### config.mk
export PLATFORM = sky130hd
export DESIGN_NAME = io_unit_completion_scheduler_top
export DESIGN_NICKNAME = d
export VERILOG_FILES = /design/src/rtl/core/iocs_pkg.sv /design/src/rtl/core/io_unit_completion_scheduler_top.sv
export SDC_FILE = /design/constraint.sdc
export NUM_CORES = 2
export LEC_CHECK = 0
export CORE_MARGIN = 10
export CORE_UTILIZATION = 50
export CTS_CLUSTER_SIZE = 12
export DETAILED_ROUTE_END_ITERATION = 7
export DONT_BUFFER_PORTS = 1
export GPL_TIMING_DRIVEN = 0
export PLACE_DENSITY = 0.68
export SLEW_MARGIN = 20
export SYNTH_ARGS = -nofsm -noshare
export SYNTH_HDL_FRONTEND = slang
export SYNTH_SLANG_ARGS = --single-unit
### constraint.sdc
create_clock -name clk -period 13.1 [get_ports clk]
set_input_delay 0.655 -clock clk [delete_from_list [all_inputs] [get_ports clk]]
set_output_delay 0.655 -clock clk [all_outputs]
set_load 0.1 [all_outputs]
### src/rtl/core/iocs_pkg.sv
// ----------------------------------------------------------------------------
// iocs_pkg: shared types and constants for the unit completion scheduler
// Field widths, operation codes, register indexes and the sequencer states.
// ----------------------------------------------------------------------------
`default_nettype none

package iocs_pkg;

    // field widths
    localparam int TIME_W   = 64;
    localparam int BLOCK_W  = 64;
    localparam int COUNT_W  = 16;
    localparam int BYTE_W   = 26;
    localparam int OP_W     = 2;
    localparam int DELAY_W  = 24;
    localparam int SHIFT_W  = 5;
    localparam int UNITS_W  = 5;

    localparam logic [BYTE_W-1:0] BYTE_MAX = '1;

    // operation codes
    localparam logic [OP_W-1:0] OP_READ  = 2'd0;
    localparam logic [OP_W-1:0] OP_WRITE = 2'd1;
    localparam logic [OP_W-1:0] OP_FLUSH = 2'd2;

    // register indexes (byte address / 4)
    localparam logic [2:0] REG_UNIT_SHIFT  = 3'd0;
    localparam logic [2:0] REG_UNITS       = 3'd1;
    localparam logic [2:0] REG_RD_SETUP    = 3'd2;
    localparam logic [2:0] REG_RD_CHUNK    = 3'd3;
    localparam logic [2:0] REG_RD_TAIL     = 3'd4;
    localparam logic [2:0] REG_WR_SETUP    = 3'd5;
    localparam logic [2:0] REG_WR_CHUNK    = 3'd6;
    localparam logic [2:0] REG_WR_TAIL     = 3'd7;

    localparam logic [SHIFT_W-1:0] UNIT_SHIFT_RESET = 5'd12;
    localparam logic [UNITS_W-1:0] UNITS_RESET      = 5'd16;

    // unit index remainder: bits consumed per cycle and cycle count
    localparam int DIV_BITS   = 8;
    localparam int DIV_CYCLES = BLOCK_W / DIV_BITS;
    localparam int DIV_CNT_W  = $clog2(DIV_CYCLES);

    typedef enum logic [2:0] {
        ST_IDLE,
        ST_DIV,
        ST_READ,
        ST_MAX,
        ST_DELAY,
        ST_CHUNK,
        ST_FLUSH,
        ST_OUT
    } iocs_state_t;

endpackage

`default_nettype wire

### src/rtl/core/io_unit_completion_scheduler_top.sv
// ----------------------------------------------------------------------------
// io_unit_completion_scheduler_top: striped unit completion time scheduler
// Read/write run the divide, table read, max, delay and chunk states (one table
// write per chunk), flush scans the units, other ops go straight to output; one item in
// flight, next taken in the cycle after the result enters the output register.
// Reset sets config to its reset values and clears the table valid bits at once.
// ----------------------------------------------------------------------------
`default_nettype none

module io_unit_completion_scheduler_top
    import iocs_pkg::*;
#(
    parameter int MAX_UNITS   = 16,
    parameter int BLOCK_SHIFT = 9
) (
    input  wire logic         clk,
    input  wire logic         rst_n,
    // configuration port
    input  wire logic         psel,
    input  wire logic         penable,
    input  wire logic         pwrite,
    input  wire logic [4:0]   paddr,
    input  wire logic [31:0]  pwdata,
    output logic      [31:0]  prdata,
    output logic              pready,
    // input items
    input  wire logic         s_tvalid,
    output logic              s_tready,
    // s_tdata: start_block[63:0], block_count_minus_one[79:64], start_time[143:80]
    input  wire logic [143:0] s_tdata,
    // s_tuser: operation[1:0]
    input  wire logic [1:0]   s_tuser,
    // result items
    output logic              m_tvalid,
    input  wire logic         m_tready,
    // m_tdata: completion_time[63:0], byte_count[89:64], zero[95:90]
    output logic      [95:0]  m_tdata,
    // m_tuser: status[0]
    output logic      [0:0]   m_tuser
);

    localparam int CW = $clog2(MAX_UNITS + 1);
    localparam int IW = (MAX_UNITS > 1) ? $clog2(MAX_UNITS) : 1;
    localparam int LW = COUNT_W + 1 + BLOCK_SHIFT;

    // configuration registers
    logic [SHIFT_W-1:0] unit_shift_reg;
    logic [UNITS_W-1:0] units_reg;
    logic [DELAY_W-1:0] rd_setup_reg, rd_chunk_reg, rd_tail_reg;
    logic [DELAY_W-1:0] wr_setup_reg, wr_chunk_reg, wr_tail_reg;

    // sequencer and datapath
    iocs_state_t          state_reg, state_next;
    logic [BLOCK_W-1:0]   quo_reg;
    logic [CW-1:0]        mod_rem_reg;
    logic [DIV_CNT_W-1:0] step_reg;
    logic [IW-1:0]        u_reg;
    logic [CW-1:0]        nu_reg;
    logic [CW-1:0]        tail_left_reg;
    logic [CW-1:0]        scan_reg;
    logic                 pend_reg;
    logic [LW-1:0]        chunks_left_reg;
    logic [TIME_W-1:0]    t_reg;
    logic [DELAY_W-1:0]   delay_reg;
    logic [DELAY_W-1:0]   lat_reg;
    logic [DELAY_W:0]     lat_tail_reg;
    logic [BYTE_W-1:0]    bytes_reg;
    logic                 status_reg;

    // busy table
    logic [TIME_W-1:0]    busy_mem [MAX_UNITS];
    logic [MAX_UNITS-1:0] valid_reg;
    logic [TIME_W-1:0]    rd_data_reg;
    logic                 rd_vld_reg;

    // output register
    logic                 m_tvalid_reg;
    logic [95:0]          m_tdata_reg;
    logic                 m_tuser_reg;

    // input decode
    logic [OP_W-1:0]      op_in;
    logic [BLOCK_W-1:0]   blk_in;
    logic [COUNT_W-1:0]   cnt_in;
    logic [TIME_W-1:0]    ts_in;
    logic                 is_rw, is_wr, is_flush;
    logic [SHIFT_W-1:0]   diff;
    logic [LW-1:0]        len_in;
    logic [LW-1:0]        chunk_mask;
    logic [LW-1:0]        chunks_in;
    logic [BYTE_W-1:0]    bytes_in;
    logic [CW-1:0]        nu_now;

    // control
    logic                 accept;
    logic                 div_last;
    logic                 chunk_last;
    logic                 flush_done;
    logic                 load_out;
    logic                 mem_we;
    logic [IW-1:0]        rd_addr;
    logic [TIME_W-1:0]    t_chunk;
    logic [TIME_W-1:0]    mem_wdata;
    logic [TIME_W-1:0]    busy_rd;
    logic [CW-1:0]        u_inc;
    logic [CW-1:0]        div_rem;
    logic [CW:0]          div_trial;
    logic                 cfg_we;

    // ------------------------------------------------------------------
    // configuration port
    // ------------------------------------------------------------------
    assign pready = 1'b1;
    assign cfg_we = psel & penable & pwrite & pready;

    always_ff @(posedge clk or negedge rst_n)
    begin
        if (!rst_n)
        begin
            unit_shift_reg <= UNIT_SHIFT_RESET;
            units_reg      <= UNITS_RESET;
            rd_setup_reg   <= '0;
            rd_chunk_reg   <= '0;
            rd_tail_reg    <= '0;
            wr_setup_reg   <= '0;
            wr_chunk_reg   <= '0;
            wr_tail_reg    <= '0;
        end
        else if (cfg_we)
        begin
            case (paddr[4:2])
                REG_UNIT_SHIFT: unit_shift_reg <= pwdata[SHIFT_W-1:0];
                REG_UNITS:      units_reg      <= pwdata[UNITS_W-1:0];
                REG_RD_SETUP:   rd_setup_reg   <= pwdata[DELAY_W-1:0];
                REG_RD_CHUNK:   rd_chunk_reg   <= pwdata[DELAY_W-1:0];
                REG_RD_TAIL:    rd_tail_reg    <= pwdata[DELAY_W-1:0];
                REG_WR_SETUP:   wr_setup_reg   <= pwdata[DELAY_W-1:0];
                REG_WR_CHUNK:   wr_chunk_reg   <= pwdata[DELAY_W-1:0];
                REG_WR_TAIL:    wr_tail_reg    <= pwdata[DELAY_W-1:0];
                default:        ;
            endcase
        end
    end

    // register readback
    always_comb
    begin
        case (paddr[4:2])
            REG_UNIT_SHIFT: prdata = 32'(unit_shift_reg);
            REG_UNITS:      prdata = 32'(units_reg);
            REG_RD_SETUP:   prdata = 32'(rd_setup_reg);
            REG_RD_CHUNK:   prdata = 32'(rd_chunk_reg);
            REG_RD_TAIL:    prdata = 32'(rd_tail_reg);
            REG_WR_SETUP:   prdata = 32'(wr_setup_reg);
            REG_WR_CHUNK:   prdata = 32'(wr_chunk_reg);
            REG_WR_TAIL:    prdata = 32'(wr_tail_reg);
            default:        prdata = '0;
        endcase
    end

    // ------------------------------------------------------------------
    // input decode, evaluated in the accept cycle
    // ------------------------------------------------------------------
    assign op_in    = s_tuser;
    assign blk_in   = s_tdata[63:0];
    assign cnt_in   = s_tdata[79:64];
    assign ts_in    = s_tdata[143:80];
    assign is_wr    = (op_in == OP_WRITE);
    assign is_rw    = (op_in == OP_READ) || is_wr;
    assign is_flush = (op_in == OP_FLUSH);

    // active unit count: zero acts as one, clamp to the table depth
    always_comb
    begin
        if (units_reg == '0)
            nu_now = CW'(1);
        else if (32'(units_reg) > MAX_UNITS)
            nu_now = CW'(MAX_UNITS);
        else
            nu_now = CW'(units_reg);
    end

    // block to chunk shift, none when the chunk is smaller than a block
    assign diff = (32'(unit_shift_reg) > BLOCK_SHIFT)
                  ? SHIFT_W'(32'(unit_shift_reg) - BLOCK_SHIFT) : '0;

    // access length, chunk count (rounded up) and saturated byte count
    assign len_in     = {{BLOCK_SHIFT{1'b0}}, {1'b0, cnt_in} + 17'd1} << BLOCK_SHIFT;
    assign chunk_mask = ~({LW{1'b1}} << unit_shift_reg);
    assign chunks_in  = (len_in >> unit_shift_reg) + LW'((len_in & chunk_mask) != '0);
    assign bytes_in   = (len_in > LW'(BYTE_MAX)) ? BYTE_MAX : len_in[BYTE_W-1:0];

    // ------------------------------------------------------------------
    // unit index remainder, DIV_BITS quotient bits per cycle, MSB first
    // ------------------------------------------------------------------
    always_comb
    begin
        div_rem   = mod_rem_reg;
        div_trial = '0;
        for (int i = 0; i < DIV_BITS; i++)
        begin
            div_trial = {div_rem, quo_reg[BLOCK_W-1-i]};
            if (div_trial >= {1'b0, nu_reg})
                div_trial = div_trial - {1'b0, nu_reg};
            div_rem = div_trial[CW-1:0];
        end
    end

    // chunk loop arithmetic
    assign t_chunk   = t_reg + TIME_W'(lat_reg);
    assign mem_wdata = (tail_left_reg != '0) ? (t_reg + TIME_W'(lat_tail_reg)) : t_chunk;
    assign u_inc     = CW'(u_reg) + CW'(1);
    assign busy_rd   = rd_vld_reg ? rd_data_reg : '0;

    assign div_last   = (step_reg == DIV_CNT_W'(DIV_CYCLES - 1));
    assign chunk_last = (chunks_left_reg == LW'(1));
    assign flush_done = pend_reg && (scan_reg == nu_reg);

    // ------------------------------------------------------------------
    // next state
    // ------------------------------------------------------------------
    always_comb
    begin
        state_next = state_reg;
        case (state_reg)
            ST_IDLE:
            begin
                if (s_tvalid)
                begin
                    if (is_rw)
                        state_next = ST_DIV;
                    else if (is_flush)
                        state_next = ST_FLUSH;
                    else
                        state_next = ST_OUT;
                end
            end
            ST_DIV:   state_next = div_last ? ST_READ : ST_DIV;
            ST_READ:  state_next = ST_MAX;
            ST_MAX:   state_next = ST_DELAY;
            ST_DELAY: state_next = ST_CHUNK;
            ST_CHUNK: state_next = chunk_last ? ST_OUT : ST_CHUNK;
            ST_FLUSH: state_next = flush_done ? ST_OUT : ST_FLUSH;
            ST_OUT:   state_next = (!m_tvalid_reg || m_tready) ? ST_IDLE : ST_OUT;
            default:  state_next = ST_IDLE;
        endcase
    end

    // ------------------------------------------------------------------
    // sequencer outputs
    // ------------------------------------------------------------------
    always_comb
    begin
        s_tready = 1'b0;
        mem_we   = 1'b0;
        load_out = 1'b0;
        rd_addr  = u_reg;
        case (state_reg)
            ST_IDLE:  s_tready = 1'b1;
            ST_READ:  rd_addr  = u_reg;
            ST_CHUNK: mem_we   = 1'b1;
            ST_FLUSH: rd_addr  = scan_reg[IW-1:0];
            ST_OUT:   load_out = !m_tvalid_reg || m_tready;
            default:  ;
        endcase
    end

    assign accept = s_tvalid & s_tready;

    // state register and control counters
    always_ff @(posedge clk or negedge rst_n)
    begin
        if (!rst_n)
        begin
            state_reg    <= ST_IDLE;
            m_tvalid_reg <= 1'b0;
            valid_reg    <= '0;
        end
        else
        begin
            state_reg <= state_next;
            if (load_out)
                m_tvalid_reg <= 1'b1;
            else if (m_tready)
                m_tvalid_reg <= 1'b0;
            if (mem_we)
                valid_reg[u_reg] <= 1'b1;
        end
    end

    // busy table: one write port, one registered read port; reads and
    // writes fall in different states, so no forwarding is needed
    always_ff @(posedge clk)
    begin
        if (mem_we)
            busy_mem[u_reg] <= mem_wdata;
        rd_data_reg <= busy_mem[rd_addr];
        rd_vld_reg  <= valid_reg[rd_addr];
    end

    // ------------------------------------------------------------------
    // datapath registers
    // ------------------------------------------------------------------
    always_ff @(posedge clk)
    begin
        case (state_reg)
            ST_IDLE:
            begin
                if (accept)
                begin
                    quo_reg         <= blk_in >> diff;
                    mod_rem_reg     <= '0;
                    step_reg        <= '0;
                    nu_reg          <= nu_now;
                    tail_left_reg   <= nu_now;
                    scan_reg        <= '0;
                    pend_reg        <= 1'b0;
                    chunks_left_reg <= chunks_in;
                    t_reg           <= is_flush ? '0 : ts_in;
                    delay_reg       <= is_wr ? wr_setup_reg : rd_setup_reg;
                    lat_reg         <= is_wr ? wr_chunk_reg : rd_chunk_reg;
                    lat_tail_reg    <= is_wr ? ({1'b0, wr_chunk_reg} + {1'b0, wr_tail_reg})
                                             : ({1'b0, rd_chunk_reg} + {1'b0, rd_tail_reg});
                    bytes_reg       <= is_rw ? bytes_in : '0;
                    status_reg      <= !(is_rw || is_flush);
                end
            end
            ST_DIV:
            begin
                quo_reg     <= quo_reg << DIV_BITS;
                mod_rem_reg <= div_rem;
                step_reg    <= step_reg + DIV_CNT_W'(1);
                if (div_last)
                    u_reg <= div_rem[IW-1:0];
            end
            ST_MAX:
            begin
                // later of submission time and first unit's busy time
                if (busy_rd > t_reg)
                    t_reg <= busy_rd;
            end
            ST_DELAY:
            begin
                t_reg <= t_reg + TIME_W'(delay_reg);
            end
            ST_CHUNK:
            begin
                t_reg           <= t_chunk;
                chunks_left_reg <= chunks_left_reg - LW'(1);
                if (tail_left_reg != '0)
                    tail_left_reg <= tail_left_reg - CW'(1);
                u_reg <= (u_inc == nu_reg) ? '0 : u_inc[IW-1:0];
            end
            ST_FLUSH:
            begin
                // one read issued per cycle, data compared in the cycle after
                if (scan_reg != nu_reg)
                    scan_reg <= scan_reg + CW'(1);
                pend_reg <= (scan_reg != nu_reg);
                if (pend_reg && (busy_rd > t_reg))
                    t_reg <= busy_rd;
            end
            ST_OUT:
            begin
                if (load_out)
                begin
                    m_tdata_reg <= {6'b0, bytes_reg, t_reg};
                    m_tuser_reg <= status_reg;
                end
            end
            default: ;
        endcase
    end

    assign m_tvalid   = m_tvalid_reg;
    assign m_tdata    = m_tdata_reg;
    assign m_tuser[0] = m_tuser_reg;

`ifndef SYNTHESIS
    // the round robin pointer stays inside the active units
    a_unit_in_range: assert property (@(posedge clk) disable iff (!rst_n)
        (state_reg == ST_CHUNK) |-> (CW'(u_reg) < nu_reg))
        else $error("unit pointer beyond active units");

    // the flush scan never runs past the active units
    a_scan_in_range: assert property (@(posedge clk) disable iff (!rst_n)
        (state_reg == ST_FLUSH) |-> (scan_reg <= nu_reg))
        else $error("flush scan beyond active units");

    // the chunk loop is never entered with nothing left to do
    a_chunks_left: assert property (@(posedge clk) disable iff (!rst_n)
        (state_reg == ST_CHUNK) |-> (chunks_left_reg != '0))
        else $error("chunk loop with no chunk left");

    // a result leaving the sequencer lands in the output register
    a_out_loaded: assert property (@(posedge clk) disable iff (!rst_n)
        load_out |=> (m_tvalid_reg && (state_reg == ST_IDLE)))
        else $error("result not loaded into output register");
`endif

endmodule

`default_nettype wire

==> flow_summary.json <==
{
  "outcome": "completed",
  "pwr-share-clk": 0.386,
  "fin_hold_ws_ns": 0.0582,
  "vdd_drop_max_mv": 0.137,
  "path_class": "reg -> reg",
  "final-setup-viol-count": 0,
  "start_kind": "register",
  "worstMarginPinSlew_ns": 1.25,
  "power_uw": 12300,
  "nNetsFinal": 6693,
  "fin_ws_ns": 0.154,
  "synth_top_family_by_area": "multiplexers",
  "p_int_uw": 9030,
  "grt_overflow": 0,
  "grtUsageMet3": 0.0544,
  "worst_r2r_startpoint": "nu_reg[0]",
  "die_w_um": 419,
  "drt_wl_total_um": 259000,
  "timing.final.crit_share": 0.988,
  "whs_endpoint": "t_reg[63]",
  "p_seq_frac": 0.470,
  "synthArstFlopShare": 0.108,
  "holdCritStartpoint": "s_tdata[143]",
  "port_buffers": 0,
  "synth_top_area_frac": 0.520,
  "max_slew_margin": 0.160,
  "final_cell_mix": "edfxtp_1, nand2_1, clkbuf_1",
  "seqCellArea_mm2": 0.0471,
  "worstPathMaxFanout": 5,
  "ys_seq_area_frac": 0.591,
  "area_growth_pct": 15.1,
  "die_h_um": 419,
  "holdPathStages": 2,
  "vias": 54393,
  "rsz0062_at_grt": "yes",
  "synth_fa_ha_area_frac": 0.0416,
  "vias_per_cell": 6.40,
  "cts_buffer_depth": 3,
  "multiInputGateArea_mm2": 0.0320,
  "power.density_mw_per_mm2": 134,
  "pin_count": 322,
  "synth.avg_cell_area_um2": 13.6,
  "hold_path.class": "in -> reg",
  "fillers": 12198,
  "synth_compound_area_frac": 0.0891,
  "remaining_drc_errors": 0,
  "yosysWarningCount": 0,
  "power.switching_uw": 3260,
  "ant_nets": 0,
  "yosysTopAreaCell": "edfxtp_1",
  "busiest_layer": "met2",
  "design.core.area_mm2": 0.158,
  "synthXorXnorAreaFrac": 0.0307,
  "maxCapViolations": 0,
  "synth-simple-area-share": 0.0856,
  "cp.arrival_ns": 13.58,
  "maxSlewViolCount": 0,
  "met1_usage": 0.379,
  "switching_share": 0.265,
  "largest_reg_flops": 1024,
  "clk_pin_slew_ns": 0.06,
  "synthCells": 5846,
  "timing.rr.end": "u_reg[0]",
  "cts_buffers": 168,
  "grt_max_degree": 175,
  "power.leakage_uw": 0.0322,
  "worst_path_largest_cell_delay_ns": 0.47,
  "num_rows": 146,
  "hold_violations": 0,
  "drive_above_1_share": 0.187,
  "slowest_stage": "edfxtp_1",
  "dp.final_hpwl_um": 190000,
  "yosys.cell_types.count": 107,
  "clk_latency_ns": 0.85,
  "start_util": 0.503,
  "htreeDepth": 4,
  "synth-edff-count": 1379,
  "cts_tree": "done",
  "finalCriticalPeriod_ns": 12.95,
  "r2r_cells": 64,
  "ff2ff_setup_slack_ns": 0.15,
  "antenna_found_initial": 54,
  "ys_seq_elements": 1618,
  "yosys-top-cells-area": "edfxtp_1, mux4_2, dfrtp_1, ha_1, mux2i_1",
  "cts_sinks": 1618,
  "skew_ns": 0.0645,
  "synth-main-ff-cell": "edfxtp_1",
  "finalWeightedCongestion": 0.963,
  "p_comb_frac": 0.144,
  "grt_pass1_wl_um": 369000,
  "dr.pass1.iters": 6,
  "fmax_mhz": 77.2,
  "stdcell_count": 8501,
  "dieArea_mm2": 0.176,
  "grt_pass1_vias": 52563,
  "muxShareOfSynthArea": 0.137,
  "endpoint_kind": "register",
  "post-place-ws_ns": -1.98,
  "cp.required_ns": 13.73,
  "drt-initial-drc-count": 6202,
  "wl_per_cell_um": 30.5,
  "fin_util": 0.579,
  "layout_commonest_cell": "edfxtp_1",
  "syn_area_mm2": 0.0796,
  "use_met2": 0.449,
  "placed_cells": 8042,
  "root_buffer": "clkbuf_16",
  "grt.total_usage": 0.286
}
==> cells in the mapped netlist (all sizes together), types with 20 or more instances <==
| library cell | number |
|---|---|
| a211oi | 104 |
| a21o | 66 |
| a21oi | 222 |
| a22oi | 104 |
| a31oi | 121 |
| and2 | 145 |
| and3 | 20 |
| buf | 100 |
| clkbuf | 223 |
| dfrtp | 171 |
| dfxtp | 65 |
| edfxtp | 1379 |
| ha | 244 |
| inv | 157 |
| mux2 | 213 |
| mux2i | 248 |
| mux4 | 268 |
| nand2 | 453 |
| nand2b | 41 |
| nand3 | 114 |
| nand4 | 50 |
| nor2 | 300 |
| nor2b | 59 |
| nor3 | 105 |
| nor4 | 28 |
| o211ai | 21 |
| o21a | 33 |
| o21ai | 201 |
| or2 | 35 |
| or3 | 27 |
| xnor2 | 201 |
| xor2 | 78 |
==> critical path, delay by kind of cell (launching register included) <==
kind | cells | cell delay, ns
AOI/OAI and AO/OA | 25 | 4.68
adders and majority gates | 9 | 2.77
and+or+nand+nor | 16 | 2.18
muxes | 7 | 1.89
buffers and inverters | 7 | 0.77
DFF | 1 | 0.47
==> repair_timing <==
item	in CTS	in global routing
endpoints found under the hold margin	333	0
setup buffers	34	40
gates resized for setup	53	60
pin swaps	21	47
hold buffers	31	0
setup endpoints to repair	9	9
==> area by class of cell <==
type | instances | share of cell area
Inverter | 160 | 0.00676
Timing Repair Buffer | 208 | 0.0266
Buffer | 323 | 0.0151
Multi-Input combinational cell | 3767 | 0.349
Antenna cell | 41 | 0.00112
Tap cell | 2072 | 0.0283
Clock inverter | 40 | 0.00707
Sequential cell | 1618 | 0.514
Clock buffer | 272 | 0.0525
==> per-layer routing <==
| layer | vias up | wire length (µm) |
|---|---|---|
| met4 | 16 | 14800 |
| met2 | 3002 | 121000 |
| met3 | 630 | 23400 |
| met1 | 27422 | 99800 |
| met5 | - | 98 |
| li1 | 23323 | - |
==> worst max-delay path by stage <==
stage,to,startpoint,slack [ns],cells after the start
floorplan,u_reg[1],nu_reg[1],0.01,63
global placement,u_reg[1],nu_reg[1],-1.92,60
CTS,u_reg[1],nu_reg[4],0.01,61
finish,u_reg[0],nu_reg[0],0.15,64
detailed placement,u_reg[1],nu_reg[1],-1.98,64
global route,u_reg[0],nu_reg[0],-0.29,65
==> kinds of logic (layout without fill, tap and decap cells) <==
group / Yosys count / after routing
AOI/OAI and AO/OA: 1064 / 1064
DFF: 1618 / 1618
adders and majority gates: 257 / 257
buffers and inverters: 483 / 1003
other: 2 / 65
xor gates and xnor gates: 279 / 279
muxes: 729 / 729
and+or+nand+nor: 1414 / 1414
==> power groups by stage <==
| stage | Sequential, µW | Clock (µW) | Combinational (µW) |
|---|---|---|---|
| detailed placement | 5880 | 0 | 1710 |
| CTS | 5770 | 4790 | 1740 |
| global route | 5780 | 4990 | 1890 |
| floorplan | 5840 | 0 | 1270 |
| global placement | 5880 | 0 | 1700 |
| finish | 5780 | 4740 | 1770 |
==> through the flow <==
stage	TNS (ns)	instance area, µm²
2_1_floorplan	0	79800
3_3_place_gp	-16.27	82400
3_5_place_dp	-16.87	84300
4_1_cts	0	90700
5_1_grt	-2.10	91600
6_report	0	91700
Note: power is estimated with default switching activity, not from simulation.
